`config.mk`:
```
export PLATFORM = sky130hd
export DESIGN_NAME = klv_local_set_parser_unit
export DESIGN_NICKNAME = d
export VERILOG_FILES = /design/src/rtl/core/klvp_pkg.sv /design/src/rtl/core/klvp_in_stage.sv /design/src/rtl/core/klvp_step.sv /design/src/rtl/core/klvp_out_stage.sv /design/src/rtl/core/klv_local_set_parser_unit.sv
export SDC_FILE = /design/constraint.sdc
export NUM_CORES = 1
export LEC_CHECK = 0
export BUFFER_PORTS_ARGS = -buffer_cell sky130_fd_sc_hd__buf_2
export CAP_MARGIN = 20
export CORE_AREA = 2 2 162 164
export DETAILED_ROUTE_END_ITERATION = 7
export DIE_AREA = 0 0 164 166
export GPL_ROUTABILITY_DRIVEN = 0
export MAX_ROUTING_LAYER = met4
export PLACE_DENSITY_LB_ADDON = 0.25
export SETUP_SLACK_MARGIN = 0.2
export SYNTH_ARGS = -nofsm -noshare
export SYNTH_HDL_FRONTEND = slang
export SYNTH_SLANG_ARGS = --single-unit
```
`constraint.sdc`:
```
create_clock -name clk -period 10.03 [get_ports clk]
set_clock_uncertainty 0.2 [all_clocks]
set_input_delay 1.5045 -clock clk [delete_from_list [all_inputs] [get_ports clk]]
set_output_delay 1.5045 -clock clk [all_outputs]
set_load 0.1 [all_outputs]
```
`src/rtl/core/klvp_pkg.sv`:
```
`timescale 1ns / 1ps
`default_nettype none
// ----------------------------------------------------------------------------
// klvp_pkg
// Shared types, codes and widths of the KLV local set parser.
// ----------------------------------------------------------------------------
package klvp_pkg;

  // field widths
  localparam int unsigned SetLenW  = 16;
  localparam int unsigned ByteW    = 8;
  localparam int unsigned KindW    = 2;
  localparam int unsigned IndexW   = 16;
  localparam int unsigned AccW     = 32;
  localparam int unsigned CntW     = 3;
  localparam int unsigned PhaseW   = 3;
  localparam int unsigned InDataW  = 24;
  localparam int unsigned OutDataW = 56;

  // default for the declared item length limit
  localparam int unsigned LEN_BITS_DEF = 16;

  // request operation codes
  localparam logic OP_START = 1'b0;
  localparam logic OP_DATA  = 1'b1;

  // result kinds
  localparam logic [KindW-1:0] KIND_VALUE = 2'd0;
  localparam logic [KindW-1:0] KIND_EMPTY = 2'd1;
  localparam logic [KindW-1:0] KIND_NONE  = 2'd2;

  // parser phases
  localparam logic [PhaseW-1:0] PH_IDLE      = 3'd0;
  localparam logic [PhaseW-1:0] PH_TAG       = 3'd1;
  localparam logic [PhaseW-1:0] PH_LEN_FIRST = 3'd2;
  localparam logic [PhaseW-1:0] PH_LEN_MORE  = 3'd3;
  localparam logic [PhaseW-1:0] PH_VALUE     = 3'd4;
  localparam logic [PhaseW-1:0] PH_STOPPED   = 3'd5;

  // ber constants
  localparam logic [ByteW-1:0]   BER_LONG_MASK = 8'h80;
  localparam logic [ByteW-1:0]   BER_CNT_MASK  = 8'h7F;
  localparam logic [ByteW-1:0]   BER_MAX_CNT   = 8'd5;
  localparam logic [SetLenW-1:0] MIN_AT_TAG    = 16'd3;

  // one input request
  typedef struct packed {
    logic               op;
    logic [SetLenW-1:0] set_length;
    logic [ByteW-1:0]   data_byte;
  } in_item_t;

  // one result
  typedef struct packed {
    logic [KindW-1:0]   kind;
    logic [ByteW-1:0]   item_tag;
    logic [ByteW-1:0]   value_byte;
    logic [IndexW-1:0]  value_index;
    logic               item_first;
    logic               item_last;
    logic               set_done;
    logic [SetLenW-1:0] leftover_bytes;
  } result_t;

  // step unit to result stage
  typedef struct packed {
    logic    load;
    result_t res;
  } step_out_t;

endpackage

`default_nettype wire

```
`src/rtl/core/klvp_in_stage.sv`:
```
`timescale 1ns / 1ps
`default_nettype none
// ----------------------------------------------------------------------------
// klvp_in_stage
// Input register: holds one accepted request until the step unit takes it.
// ----------------------------------------------------------------------------
module klvp_in_stage (
  input  wire logic                             clk,
  input  wire logic                             rst_n,
  input  wire logic                             in_tvalid,
  output logic                                  in_tready,
  input  wire logic [klvp_pkg::InDataW-1:0]     in_tdata,  // set_length, data_byte
  input  wire logic                             in_tuser,  // op
  input  wire logic                             take,
  output logic                                  item_valid,
  output klvp_pkg::in_item_t                    item
);

  logic                 valid_r;
  klvp_pkg::in_item_t   item_r;

  // free when empty or when the held request moves on this cycle
  assign in_tready  = !valid_r || take;
  assign item_valid = valid_r;
  assign item       = item_r;

  // valid flag
  always_ff @(posedge clk) begin
    if (!rst_n) begin
      valid_r <= 1'b0;
    end else if (in_tready) begin
      valid_r <= in_tvalid;
    end
  end

  // payload
  always_ff @(posedge clk) begin
    if (in_tvalid && in_tready) begin
      item_r.op         <= in_tuser;
      item_r.set_length <= in_tdata[klvp_pkg::SetLenW-1:0];
      item_r.data_byte  <= in_tdata[klvp_pkg::SetLenW +: klvp_pkg::ByteW];
    end
  end

endmodule

`default_nettype wire

```
`src/rtl/core/klvp_step.sv`:
```
`timescale 1ns / 1ps
`default_nettype none
// ----------------------------------------------------------------------------
// klvp_step
// Parser state and the per-byte update: tag, ber length, value bytes, stop.
// ----------------------------------------------------------------------------
module klvp_step #(
  parameter int unsigned LEN_BITS = klvp_pkg::LEN_BITS_DEF
) (
  input  wire logic                  clk,
  input  wire logic                  rst_n,
  input  wire logic                  fire,
  input  wire klvp_pkg::in_item_t    item,
  output klvp_pkg::step_out_t        step_out
);

  localparam int unsigned LW = klvp_pkg::SetLenW;
  localparam int unsigned BW = klvp_pkg::ByteW;
  localparam int unsigned AW = klvp_pkg::AccW;
  localparam int unsigned CW = klvp_pkg::CntW;
  localparam int unsigned TotW = AW + 2;

  logic [klvp_pkg::PhaseW-1:0] phase_r, phase_nxt;
  logic [LW-1:0] bytes_rem_r, bytes_rem_nxt;
  logic [LW-1:0] rem_at_tag_r, rem_at_tag_nxt;
  logic [BW-1:0] tag_r, tag_nxt;
  logic [CW-1:0] len_left_r, len_left_nxt;
  logic [CW-1:0] len_cnt_r, len_cnt_nxt;
  logic [AW-1:0] len_acc_r, len_acc_nxt;
  logic [klvp_pkg::IndexW-1:0] val_pos_r, val_pos_nxt;
  logic [LW-1:0] leftover_r, leftover_nxt;

  logic [BW-1:0]   b;
  logic [BW-1:0]   ber_cnt;
  logic            len_done;
  logic            acc_over;
  logic [TotW-1:0] total;
  logic            val_last;
  klvp_pkg::result_t res;
  logic            emit;

  assign b = item.data_byte;

  // per-byte update
  always_comb begin
    phase_nxt      = phase_r;
    bytes_rem_nxt  = bytes_rem_r;
    rem_at_tag_nxt = rem_at_tag_r;
    tag_nxt        = tag_r;
    len_left_nxt   = len_left_r;
    len_cnt_nxt    = len_cnt_r;
    len_acc_nxt    = len_acc_r;
    val_pos_nxt    = val_pos_r;
    leftover_nxt   = leftover_r;
    res            = '0;
    emit           = 1'b0;
    len_done       = 1'b0;
    acc_over       = 1'b0;
    total          = '0;
    ber_cnt        = (b & klvp_pkg::BER_CNT_MASK) + BW'(1);
    val_last       = ({1'b0, {(AW - klvp_pkg::IndexW){1'b0}}, val_pos_r} + (AW + 1)'(1))
                     >= {1'b0, len_acc_r};

    if (fire) begin
      if (item.op == klvp_pkg::OP_START) begin
        // open a new set, dropping any open one
        bytes_rem_nxt  = item.set_length;
        rem_at_tag_nxt = '0;
        tag_nxt        = '0;
        len_left_nxt   = '0;
        len_cnt_nxt    = '0;
        len_acc_nxt    = '0;
        val_pos_nxt    = '0;
        leftover_nxt   = '0;
        if (item.set_length == '0) begin
          emit         = 1'b1;
          res.kind     = klvp_pkg::KIND_NONE;
          res.set_done = 1'b1;
          phase_nxt    = klvp_pkg::PH_IDLE;
        end else begin
          phase_nxt = klvp_pkg::PH_TAG;
        end
      end else if (phase_r != klvp_pkg::PH_IDLE && bytes_rem_r != '0) begin
        case (phase_r)
          klvp_pkg::PH_TAG: begin
            rem_at_tag_nxt = bytes_rem_r;
            if (bytes_rem_r <= klvp_pkg::MIN_AT_TAG) begin
              leftover_nxt = bytes_rem_r;
              phase_nxt    = klvp_pkg::PH_STOPPED;
            end else begin
              tag_nxt   = b;
              phase_nxt = klvp_pkg::PH_LEN_FIRST;
            end
          end
          klvp_pkg::PH_LEN_FIRST: begin
            if ((b & klvp_pkg::BER_LONG_MASK) == '0) begin
              // short form
              len_cnt_nxt = CW'(1);
              len_acc_nxt = AW'(b);
              len_done    = 1'b1;
            end else if (ber_cnt > klvp_pkg::BER_MAX_CNT ||
                         LW'(ber_cnt) > (rem_at_tag_r - LW'(1))) begin
              leftover_nxt = rem_at_tag_r;
              phase_nxt    = klvp_pkg::PH_STOPPED;
            end else begin
              len_cnt_nxt = ber_cnt[CW-1:0];
              len_acc_nxt = '0;
              if (ber_cnt == BW'(1)) begin
                len_done = 1'b1;
              end else begin
                len_left_nxt = ber_cnt[CW-1:0] - CW'(1);
                phase_nxt    = klvp_pkg::PH_LEN_MORE;
              end
            end
          end
          klvp_pkg::PH_LEN_MORE: begin
            // big-endian length bytes
            len_acc_nxt  = {len_acc_r[AW-BW-1:0], b};
            len_left_nxt = len_left_r - CW'(1);
            if (len_left_nxt == '0) begin
              len_done = 1'b1;
            end
          end
          klvp_pkg::PH_VALUE: begin
            emit             = 1'b1;
            res.kind         = klvp_pkg::KIND_VALUE;
            res.item_tag     = tag_r;
            res.value_byte   = b;
            res.value_index  = val_pos_r;
            res.item_first   = (val_pos_r == '0);
            res.item_last    = val_last;
            val_pos_nxt      = val_pos_r + klvp_pkg::IndexW'(1);
            if (val_last) begin
              phase_nxt = klvp_pkg::PH_TAG;
            end
          end
          default: begin
          end
        endcase

        // length complete: the item must fit in the set
        if (len_done) begin
          acc_over = (LEN_BITS < AW) ? ((len_acc_nxt >> LEN_BITS) != '0) : 1'b0;
          total    = TotW'(1) + TotW'(len_cnt_nxt) + TotW'(len_acc_nxt);
          if (acc_over || total > TotW'(rem_at_tag_r)) begin
            leftover_nxt = rem_at_tag_r;
            phase_nxt    = klvp_pkg::PH_STOPPED;
          end else begin
            val_pos_nxt = '0;
            if (len_acc_nxt == '0) begin
              emit           = 1'b1;
              res.kind       = klvp_pkg::KIND_EMPTY;
              res.item_tag   = tag_r;
              res.item_first = 1'b1;
              res.item_last  = 1'b1;
              phase_nxt      = klvp_pkg::PH_TAG;
            end else begin
              phase_nxt = klvp_pkg::PH_VALUE;
            end
          end
        end

        // set end
        bytes_rem_nxt = bytes_rem_r - LW'(1);
        if (bytes_rem_nxt == '0) begin
          if (!emit) begin
            emit     = 1'b1;
            res      = '0;
            res.kind = klvp_pkg::KIND_NONE;
          end
          res.set_done       = 1'b1;
          res.leftover_bytes = (phase_nxt == klvp_pkg::PH_STOPPED) ? leftover_nxt : '0;
          phase_nxt          = klvp_pkg::PH_IDLE;
        end
      end
    end
  end

  assign step_out.load = emit;
  assign step_out.res  = res;

  // state registers
  always_ff @(posedge clk) begin
    if (!rst_n) begin
      phase_r      <= klvp_pkg::PH_IDLE;
      bytes_rem_r  <= '0;
      rem_at_tag_r <= '0;
      tag_r        <= '0;
      len_left_r   <= '0;
      len_cnt_r    <= '0;
      len_acc_r    <= '0;
      val_pos_r    <= '0;
      leftover_r   <= '0;
    end else begin
      phase_r      <= phase_nxt;
      bytes_rem_r  <= bytes_rem_nxt;
      rem_at_tag_r <= rem_at_tag_nxt;
      tag_r        <= tag_nxt;
      len_left_r   <= len_left_nxt;
      len_cnt_r    <= len_cnt_nxt;
      len_acc_r    <= len_acc_nxt;
      val_pos_r    <= val_pos_nxt;
      leftover_r   <= leftover_nxt;
    end
  end

endmodule

`default_nettype wire

```
`src/rtl/core/klvp_out_stage.sv`:
```
`timescale 1ns / 1ps
`default_nettype none
// ----------------------------------------------------------------------------
// klvp_out_stage
// Result register: holds one result until the downstream side takes it.
// ----------------------------------------------------------------------------
module klvp_out_stage (
  input  wire logic                          clk,
  input  wire logic                          rst_n,
  input  wire klvp_pkg::step_out_t           step_out,
  output logic                               free,
  output logic                               out_tvalid,
  input  wire logic                          out_tready,
  output logic [klvp_pkg::OutDataW-1:0]      out_tdata,  // item_tag, value_byte,
                                                         // value_index, item_first,
                                                         // item_last, leftover_bytes
  output logic [klvp_pkg::KindW-1:0]         out_tuser,  // kind
  output logic                               out_tlast   // set_done
);

  logic              valid_r;
  klvp_pkg::result_t res_r;

  // room for a new result this cycle
  assign free = !valid_r || out_tready;

  // valid flag
  always_ff @(posedge clk) begin
    if (!rst_n) begin
      valid_r <= 1'b0;
    end else if (free) begin
      valid_r <= step_out.load;
    end
  end

  // payload
  always_ff @(posedge clk) begin
    if (free && step_out.load) begin
      res_r <= step_out.res;
    end
  end

  // pack the result
  assign out_tvalid = valid_r;
  assign out_tuser  = res_r.kind;
  assign out_tlast  = res_r.set_done;
  assign out_tdata  = {6'b0, res_r.leftover_bytes, res_r.item_last, res_r.item_first,
                       res_r.value_index, res_r.value_byte, res_r.item_tag};

endmodule

`default_nettype wire

```
`src/rtl/core/klv_local_set_parser_unit.sv`:
```
`timescale 1ns / 1ps
`default_nettype none
// ----------------------------------------------------------------------------
// klv_local_set_parser_unit
// KLV local set parser with BER lengths, one byte per request.
//
//   channel  dir  tvalid/tready  tdata (low bit up)                 tuser  tlast
//   in_      in   yes            set_length[15:0], data_byte[23:16]  op     -
//   out_     out  yes            item_tag, value_byte, value_index,  kind   set_done
//                                item_first, item_last, leftover
//
// One request per cycle sustained while the output is not stalled; a result
// becomes valid after its request is accepted: the input register takes the
// request, then the step logic loads the result register. The parser state
// updates in the same cycle the request leaves the input register. rst_n
// synchronously clears the parser state and both stage valid flags. A stalled
// output holds the result and the input register, and in_tready falls once
// both are full.
// ----------------------------------------------------------------------------
module klv_local_set_parser_unit #(
  parameter int unsigned LEN_BITS = klvp_pkg::LEN_BITS_DEF
) (
  input  wire logic                          clk,
  input  wire logic                          rst_n,
  input  wire logic                          in_tvalid,
  output logic                               in_tready,
  input  wire logic [klvp_pkg::InDataW-1:0]  in_tdata,   // set_length, data_byte
  input  wire logic                          in_tuser,   // op
  output logic                               out_tvalid,
  input  wire logic                          out_tready,
  output logic [klvp_pkg::OutDataW-1:0]      out_tdata,  // item_tag, value_byte,
                                                         // value_index, item_first,
                                                         // item_last, leftover_bytes
  output logic [klvp_pkg::KindW-1:0]         out_tuser,  // kind
  output logic                               out_tlast   // set_done
);

  logic                item_valid;
  klvp_pkg::in_item_t  item;
  logic                out_free;
  logic                fire;
  klvp_pkg::step_out_t step_out;

  // a held request moves when the result register has room
  assign fire = item_valid && out_free;

  // input register
  klvp_in_stage u_in (
    .clk        (clk),
    .rst_n      (rst_n),
    .in_tvalid  (in_tvalid),
    .in_tready  (in_tready),
    .in_tdata   (in_tdata),
    .in_tuser   (in_tuser),
    .take       (fire),
    .item_valid (item_valid),
    .item       (item)
  );

  // parser state and byte step
  klvp_step #(
    .LEN_BITS (LEN_BITS)
  ) u_step (
    .clk      (clk),
    .rst_n    (rst_n),
    .fire     (fire),
    .item     (item),
    .step_out (step_out)
  );

  // result register
  klvp_out_stage u_out (
    .clk        (clk),
    .rst_n      (rst_n),
    .step_out   (step_out),
    .free       (out_free),
    .out_tvalid (out_tvalid),
    .out_tready (out_tready),
    .out_tdata  (out_tdata),
    .out_tuser  (out_tuser),
    .out_tlast  (out_tlast)
  );

endmodule

`default_nettype wire
```
# Word level (Yosys, flattened, before mapping)

Index checks and enable logic that the tools add are counted.

Output and inout port bits: 61
Word-level logic and storage cells: 168
Register bits after elaboration: 193
Input bits: 29

Add/subtract/negate cells: 9
Equal/unequal tests: 13
Magnitude comparators: 5
Reductions and logical operators: 25
Mux-type cells: 94

Operators by type and width:

| operator                                                                | number |
|---|---|
| 16-bit two-way mux                                                      | 18 |
| 32-bit two-way mux                                                      | 7 |
| 53-bit two-way mux                                                      | 3 |
| 3-bit two-way mux                                                       | 27 |
| 32-bit case mux with 2 select lines                                     | 1 |
| 16-bit zero test                                                        | 3 |
| 34-bit by 32-bit adder with 34-bit output                               | 1 |
| 34-bit by 16-bit > comparator with 1-bit output                         | 1 |
| 34-bit two-way mux                                                      | 1 |
| 33-bit by 32-bit >= comparator with 1-bit output                        | 1 |
| 32-bit zero test                                                        | 1 |
| 8-bit two-way mux                                                       | 4 |
| 16-bit case mux with 2 select lines                                     | 1 |
| 32-bit nonzero test                                                     | 1 |
| 16-bit by 1-bit subtractor with 16-bit output (second input constant)   | 2 |
| 1-bit two-way mux                                                       | 21 |
| 10-bit two-way mux                                                      | 2 |
| 16-bit by 1-bit adder with 17-bit output (second input constant)        | 1 |
| 16-bit by 1-bit adder with 16-bit output (second input constant)        | 1 |
| 8-bit by 16-bit > comparator with 1-bit output                          | 1 |
| 16-bit by 2-bit <= comparator with 1-bit output (second input constant) | 1 |
| 16-bit nonzero test                                                     | 1 |
| 2-bit two-way mux                                                       | 5 |
| 9-bit two-way mux                                                       | 1 |
| 26 further kinds                                                        | 40 |

# Logic depth before layout (Yosys ltp)

Gate-level depths: netlist (run 1).

Word-level depth: 23
Mapped depth: 33
Depth with buffers taken out: 31

# Hierarchy

From an unflattened synthesis (run 1), not the netlist that was laid out.

Cells, all modules: 1171
Area total of the unflattened synthesis: 10815.4 µm²

Modules (own cells, without submodules):

| module                    | instances | cells each | seq. area each (µm²) | area each (µm²) |
|---|---|---|---|---|
| klvp_step                 | 1         | 1075       | 2262.2               | 8303.0 |
| klvp_out_stage            | 1         | 65         | 1611.5               | 1697.9 |
| klvp_in_stage             | 1         | 30         | 770.7                | 808.3 |
| klv_local_set_parser_unit | 1         | 1          | 0.0                  | 6.3 |

# Least setup slack after synthesis (run 1)

OpenSTA, ideal clock, no wires.

Path kind: flip-flop to flip-flop
Start: register u_step.rem_at_tag_r[3]
End: register u_out.res_r (netlist bit u_out.out_tdata[0]) (enable)
Clock period less this slack: 9.215 ns
Setup slack: 0.815 ns
Setup time: 0.476 ns
Data arrival time: 8.538 ns
Data required time: 9.354 ns
Path buffers: 1
Cell stages (with the launch flop): 31
Path through: dfxtp_1 -> clkbuf_1 -> nor4_4 -> and2_1 -> xnor2_1 -> ha_1 -> nand4_1 -> o211ai_1 -> a21oi_1 -> nand2_2 -> o21ai_4 -> nor2_1 -> or2_2 -> ha_1 -> ha_1 -> a21oi_1 -> o31ai_1 -> a31oi_1 -> nor3_1 -> xor2_1 -> ha_1 -> a21o_1 -> a21o_1 -> a21oi_1 -> o21ai_0 -> a221oi_1 -> o21ai_0 -> a221o_1 -> nand4bb_1 -> and2_1 -> o21bai_1

Cells in the longest elaborated chain, start to end: 23
Elaborated cells on any way between the ends: 38
Those cells by class: add/sub: 3; order compare: 2; mux: 28; reduce/logical: 5

RTL lines:

| element                                        | RTL line             | text |
|---|---|---|
| start: declaration                             | klvp_step.sv:25      | `logic [LW-1:0] rem_at_tag_r, rem_at_tag_nxt;` |
| start signal: assignment                       | klvp_step.sv:197     | `rem_at_tag_r <= rem_at_tag_nxt;` |
| 16-bit by 1-bit subtractor with 16-bit output  | klvp_step.sv:102     | `LW'(ber_cnt) > (rem_at_tag_r - LW'(1))) begin` |
| 8-bit by 16-bit > comparator with 1-bit output | klvp_step.sv:102     |  |
| 1-bit logical OR                               | klvp_step.sv:101     | `end else if (ber_cnt > klvp_pkg::BER_MAX_CNT \|\|` |
| 3-bit two-way mux                              | klvp_step.sv:101     |  |
| 3-bit two-way mux                              | klvp_step.sv:96      | `if ((b & klvp_pkg::BER_LONG_MASK) == '0) begin` |
| 3-bit two-way mux                              | klvp_step.sv:84      | `case (phase_r)` |
| 3-bit two-way mux                              | klvp_step.sv:83      | `end else if (phase_r != klvp_pkg::PH_IDLE && bytes_rem_r != '0) begin` |
| 3-bit two-way mux                              | klvp_step.sv:65      | `if (item.op == klvp_pkg::OP_START) begin` |
| (+7 left out)                                  | --                   |  |
| 1-bit two-way mux (*)                          | klvp_step.sv:83      |  |
| 1-bit two-way mux (*)                          | klvp_step.sv:65      |  |
| 1-bit two-way mux (*)                          | klvp_step.sv:64      | `if (fire) begin` |
| 1-bit two-way mux (*)                          | klvp_step.sv:165     | `if (bytes_rem_nxt == '0) begin` |
| 1-bit two-way mux (*)                          | klvp_step.sv:83      |  |
| 1-bit two-way mux (*)                          | klvp_step.sv:65      |  |
| 1-bit two-way mux (*)                          | klvp_step.sv:64      |  |
| 1-bit logical AND (*)                          | klvp_out_stage.sv:38 | `if (free && step_out.load) begin` |
| end signal: assignment                         | klvp_out_stage.sv:39 | `res_r <= step_out.res;` |
| end: declaration                               | klvp_out_stage.sv:22 | `klvp_pkg::result_t res_r;` |

Mark *: on every way between the ends. The rest lies on a longest branch, timed or not. The select of a mux whose other input is x is not followed.
A chain may end at the register's enable or synchronous reset.

# Final worst setup path (run 1)

Start: register u_step.rem_at_tag_r[2]
End: register u_out.res_r (netlist bit u_out.out_tdata[11]) (enable)

The elaborated chain is that of the path after synthesis.

==> results of run 1 <==
[power by group through the flow]
stage / Clock [uW] / Combinational (uW) / Sequential (uW)
3_5_place_dp: 0 / 152 / 860
2_1_floorplan: 0 / 108 / 868
3_3_place_gp: 0 / 151 / 860
5_1_grt: 740 / 169 / 845
6_report: 694 / 156 / 843
4_1_cts: 706 / 153 / 842
[layer usage]
metal | up-vias | wire length [um] | global-route usage, %
met5 | - | 0 | -
met4 | 0 | 998 | 8.50
met3 | 64 | 2620 | 3.97
met2 | 485 | 13300 | 33.6
met1 | 4508 | 15000 | 35.6
li1 | 4608 | - | -
[cells in the final DEF, fill, tap and decap left out, drive strengths merged, types with 8 or more instances in the layout]
master  instances
nand4          16
o31ai           8
ha             56
o21a           10
a21o           13
and2           31
nor3           25
mux2i          18
nand2         125
nand2b         11
a21oi          63
inv            76
nor2           67
o211ai         15
nand3          58
dfxtp         115
a31oi          26
a22oi          36
a32o           17
o21ai          53
o22ai          11
edfxtp         78
xor2           14
a21boi         28
xnor2          34
or3            12
nor2b          40
buf            95
clkbuf         18
nor4           19
and3           20
[final timing paths]
path	from	to
hold / removal	u_step.tag_r[6]	u_step.tag_r[6]
hold reg to reg	u_step.tag_r[6]	u_step.tag_r[6]
setup / recovery	u_step.rem_at_tag_r[2]	u_out.out_tdata[11]
setup reg to reg	u_step.rem_at_tag_r[2]	u_out.out_tdata[11]
[sequential cells by signal, summed over array words and instances, names as in the netlist]
register	cells
u_out.out_tdata	50
u_step.len_acc_r	32
u_in.item	25
u_step.bytes_rem_r	16
u_step.leftover_r	16
u_step.rem_at_tag_r	16
u_step.val_pos_r	16
u_step.tag_r	8
u_step.len_cnt_r	3
u_step.len_left_r	3
u_step.phase_r	3
u_out.out_tuser	2
u_in.item_valid	1
u_out.out_tlast	1
u_out.out_tvalid	1
[worst min-delay path, delay by kind of cell, from the launching register on]
family,cells,cell delay [ps]
AO/OA/AOI/OAI,1,60
AND/OR/NAND/NOR,1,50
flip-flops,1,310
[layout make-up]
class / count / area [um2]
multi-input combinational: 904 / 6060
antenna: 1 / 2.50
tap: 335 / 419
fill: 2410 / 13100
inverter: 69 / 259
timing repair buffer: 95 / 517
clock inverter: 14 / 164
sequential: 193 / 4640
clock buffer: 18 / 429
[metrics by stage]
step / power [uW] / instances / worst slack [ps] / instance area [um2] / utilization (%)
detailed placement: 1010 / 1592 / 1700 / 11900 / 46.3
global placement: 1010 / 1592 / 1990 / 11900 / 46.3
global route: 1750 / 1629 / 970 / 12500 / 48.8
finish: 1690 / 1629 / 1490 / 12500 / 48.8
CTS: 1700 / 1624 / 1660 / 12500 / 48.6
floorplan: 977 / 1249 / 815 / 11300 / -
[logic make-up (layout without fill, tap and decap cells)]
group / count (synthesis) / in the layout
AND/OR/NAND/NOR: 443 / 443
XOR/XNOR: 48 / 48
AO/OA/AOI/OAI: 332 / 332
multiplexers: 18 / 18
adder cells (fa/ha/maj): 57 / 57
flip-flops: 193 / 193
buffers and inverters: 152 / 196
other: 1 / 7
[Yosys cell counts, types with 8 or more instances]
library cell	n	area share (%)
nand2_1	124	4.1
dfxtp_1	115	20
edfxtp_1	78	21
inv_1	69	2.3
nor2_1	67	2.2
clkbuf_1	63	2.1
a21oi_1	62	2.7
nand3_1	57	2.5
ha_1	56	6.2
nor2b_1	40	2.2
o21ai_0	37	1.6
a22oi_1	36	2.4
xnor2_1	32	2.5
and2_1	29	1.6
a21boi_0	27	1.8
a31oi_1	25	1.4
nor3_1	24	1.1
and3_1	20	1.1
mux2i_1	18	1.6
nor4_1	18	1.0
a32o_1	17	1.5
nand4_1	16	0.89
o211ai_1	14	0.93
xor2_1	14	1.1
a21o_1	13	0.86
o21ai_1	13	0.58
nand2b_1	11	0.61
o22ai_1	11	0.61
o21a_1	10	0.66
buf_4	8	0.53
o31ai_1	8	0.53
==> flow_summary.ini, run 1 <==
[flow_run]
max_cap_viol_count = 0

[pwr]
power_switching_uw = 460
power_frac_clock_pct = 41.0
ir_worst_vdd_mv = 0.117
seq_power_share_pct = 49.8
p_int_uw = 1230
p_leak_uw = 0.00463
switching_share_pct = 27.2
power_density_nw_per_um2 = 135
comb_power_share_pct = 9.2

[clock_network]
cts_buffer_depth = 2
cts-hold-fix-buffers = 0
cts_made_buffers = 17
clkSlewWorstSetupHoldPaths_ps = 80
cts_max_level = 4
cts_root_buf = clkbuf_16
cts_tree = done
cts-resized-gates = 0
cts_setup_buffers = 0
insertion_delay_ps = 440
clock_sink_count = 193

[setup_path]
arrival_ps = 8420
path_max_fanout = 48
critPathBufInv = 1
rrSetupSlack_ps = 1490
worstSetupPathType = flip-flop to flip-flop
cp.required_ps = 9900
critPathTopFamily = compound AO/OA/AOI/OAI gates
cpPeakStageDelay_ps = 570
crit_cells = 30
r2r_cells = 30
worstSetupStartpointType = flip-flop
worst_path_most_repeated_cell = ha_1
setup.worst_path.end_class = flip-flop
crit_slowest_cell = nor4_4

[floorplanning]
die_h_um = 166
initial_core_util_pct = 44.1
dieArea_um2 = 27200
core_um2 = 25600
num_rows = 59
io_pins = 90
die_x_um = 164

[detailed_routing]
drtIter0Drc = 999
wl_um = 31900
detail-route-antenna-nets = 0
vias_per_cell = 5.93
vias = 9665
wl_per_cell_um = 19.6
drcViolationCount = 0
first_pass_iters = 6

[synth]
synthSimpleGateAreaFrac_pct = 20.3
synthCells = 1244
synth-seq-area-share_pct = 41.1
muxShareOfSynthArea_pct = 1.60
synth_fa_ha_area_share_pct = 6.38
synth_compound_area_share_pct = 21.2
avgSynthCellArea_um2 = 9.08
syn_area_um2 = 11300
synth_top_family_by_area = compound AO/OA/AOI/OAI gates
ys_warn_count = 0
synth_cell_type_count = 89
async_flop_share_pct = 0
ys_dominant_reg_cell = dfxtp_1
synth_edf_count = 78
synth.ff_latch_count = 193
synth_xor_area_share_pct = 3.86

[global_route]
grt_antenna_before_repair = 1
grt_start_max_net_pins = 87
grt_overflow = 0
grt_pass1_wl_um = 50300
track_usage_pct = 24.3
grt_pass1_vias = 8908

[placement]
hpwl_um = 23300
port-buffer-count = 83

[cells_and_area]
layout.nets = 1366
drive_gt1_share_pct = 13.0
syn_to_final_growth_pct = 10.6

[sta]
clock.fmax_mhz = 117
fin_crit_sh_pct = 85.2
final_hold_viol_count = 0
fin_tns_setup_ps = 0
fin_crit_ps = 8540
slew_violations = 0
tightestPinTransition_ps = 1040
hold_ws_ps = 261
relSlewSlack_pct = 29.9
finalSetupViolCount = 0
rsz0062_at_grt = false

[min_path]
hold_path.class = flip-flop to flip-flop
whs_path_depth = 2

[status]
outcome = finished clean
(Power assumes the default switching activity.)
==> run 2, diff against run 1 <==
- ABC_AREA: not set -> 1
- CORE_AREA: 2 2 162 164 -> 2 2 165 167
- DIE_AREA: 0 0 164 166 -> 0 0 167 169
==> run 2 against run 1 <==
Fmax grew 11%. Combinational power increased by 42%. Global-route usage is 0.057 points higher. Critical endpoint is now u_out.out_tdata[30]. Via count grew 9.6%. Register-to-register slack gained 870 ps. Synthesized cell count increased by 22%. Sequential power up 0.5%. Count of clock-buffer cells in the layout stayed put. Synthesized area up 3.8%. Routed wire length increased by 4.0%. Final cell count grew 18%.
==> flow_summary.ini, run 2 <==
[sta]
slew_violations = 0
fin_crit_sh_pct = 76.5
finalSetupViolCount = 0
relSlewSlack_pct = 26.5
rsz0062_at_grt = false
final_hold_viol_count = 0
fin_tns_setup_ps = 0
tightestPinTransition_ps = 1100
fin_crit_ps = 7670
clock.fmax_mhz = 130
final.setup.worst_slack_ps = 2360

[cells_and_area]
final_common_cell = nand2_1
antenna_cells = 0
syn_to_final_growth_pct = 10.1
final_cell_mix = nand2_1 (305), a21oi_1 (159), inv_1 (139)
fill_cells = 2647
layout.nets = 1649
drive_gt1_share_pct = 12.8
stdcell_area_um2 = 12900
largest_reg_flops = 50

[flow_run]
max_cap_viol_count = 0

[floorplanning]
num_rows = 60
die_h_um = 169
dieArea_um2 = 28200
die_x_um = 167
io_pins = 90
core_um2 = 26500
initial_core_util_pct = 44.2

[pwr]
ir_worst_vdd_mv = 0.0824
power_density_nw_per_um2 = 136
p_leak_uw = 0.00512
power_uw = 1750

[synth]
synth_cell_type_count = 54
ys_dominant_reg_cell = dfxtp_1
synth.ff_latch_count = 193
syn_area_um2 = 11700
synthTopCellsByCount = nand2_1 (307), a21oi_1 (159), inv_1 (141), nor2_1 (128), dfxtp_1 (115)
synth_top_cell_area_share_pct = 20.0
async_flop_share_pct = 0
yosysMostFrequentCell = nand2_1
synthTopCellsByArea = edfxtp_1 (20%), dfxtp_1 (20%), nand2_1 (9.8%)
ys_warn_count = 0
avgSynthCellArea_um2 = 7.71
yosysTopAreaCell = edfxtp_1
synth-seq-area-share_pct = 39.6
synth_edf_count = 78
synthCells = 1519

[setup_path]
cp.required_ps = 9940
setup.worst_path.end_class = flip-flop
worstSetupStartpointType = flip-flop
arrival_ps = 7580
rrSetupSlack_ps = 2360
path_max_fanout = 31
crit_slowest_cell = edfxtp_1
worst_path_most_repeated_cell = nand2_1
cpPeakStageDelay_ps = 520
worstSetupPathType = flip-flop to flip-flop

[detailed_routing]
drtIter0Drc = 1090
vias = 10589
drcViolationCount = 0
detail-route-antenna-nets = 0
first_pass_iters = 5
vias_per_cell = 5.53
wl_um = 33200
wl_per_cell_um = 17.3

[placement]
port-buffer-count = 83
hpwl_um = 23900
dpl_cell_area_um2 = 12300
place_ws_ps = 2480

[clock_network]
cts_tree = done
cts-resized-gates = 0
cts_root_buf = clkbuf_16
cts_setup_buffers = 0
insertion_delay_ps = 450
cts-hold-fix-buffers = 0
cts_made_buffers = 17
clock_sink_count = 193
cts_buffer_depth = 2
cts_max_level = 4
clkSlewWorstSetupHoldPaths_ps = 80

[global_route]
grt_pass1_vias = 9862
grt_overflow = 0
grt_start_max_net_pins = 95
track_usage_pct = 24.3
grt_pass1_wl_um = 53000
grt_antenna_before_repair = 0

[status]
outcome = finished clean

[min_path]
hold_path.class = flip-flop to flip-flop
## run 2: cell count changes in the layout (fill, tap and decap cells not counted), moves of 20 or more
cell,change
nand2_1,+181
a21oi_1,+97
inv_1,+70
nor2_1,+61
nor2b_1,-40
nand3_1,+31
and2_1,-29
xnor2_1,-26
xor2_1,+25
a21boi_0,-24
inv_2,+23
and3_1,-20
## run 2: power breakdown
group	internal, uW	switching, uW
clock network	333	348
logic	57.7	164
registers	830	17.5
## run 2: logic make-up after synthesis
| kind of cell | synth area share, % |
|---|---|
| other | 0.0320 |
| adders and majority gates | 6.26 |
| buffers and inverters | 8.18 |
| DFF | 39.6 |
| and+or+nand+nor | 25.7 |
| xor gates and xnor gates | 3.36 |
| AOI/OAI and AO/OA | 16.8 |
## run 2: layout make-up
cell class,instances,area (um2),share of cell area [%]
multi-input combinational,1094,6140,47.6
sequential,193,4640,36.0
inverter,164,616,4.77
timing repair buffer,92,490,3.80
clock buffer,18,429,3.33
tap,341,427,3.31
clock inverter,14,146,1.14
## run 2: worst paths after layout
check,to,cells past startpoint,from
max,u_out.out_tdata[30],42,u_in.item[0]
min,u_step.tag_r[6],2,u_step.tag_r[6]
max reg2reg,u_out.out_tdata[30],42,u_in.item[0]
min reg2reg,u_step.tag_r[6],2,u_step.tag_r[6]
## run 2: worst max-delay path, delay by kind of cell (launching register included)
family / cells / cell delay, ps
flops: 1 / 520
compound gates: 9 / 1310
fa+ha+maj: 4 / 1050
xor+xnor: 1 / 200
simple gates: 24 / 3370
buf+inv: 4 / 620
## run 2: stage by stage
| step | hold slack, ps | util (%) | instances |
|---|---|---|---|
| floorplan | 245 | - | 1524 |
| global placement | 253 | 46.4 | 1883 |
| detailed placement | 256 | 46.4 | 1883 |
| CTS | 267 | 48.6 | 1915 |
| global route | 285 | 48.7 | 1916 |
| finish | 269 | 48.7 | 1916 |
## run 2: routing by layer
metal / share of wire [%] / vias to the layer above / global-route usage (%)
li1: - / 5234 / -
met1: 45 / 4840 / 33.9
met2: 43 / 451 / 35.3
met3: 9.2 / 64 / 5.28
met4: 2.2 / 0 / 7.50
met5: 0 / - / -
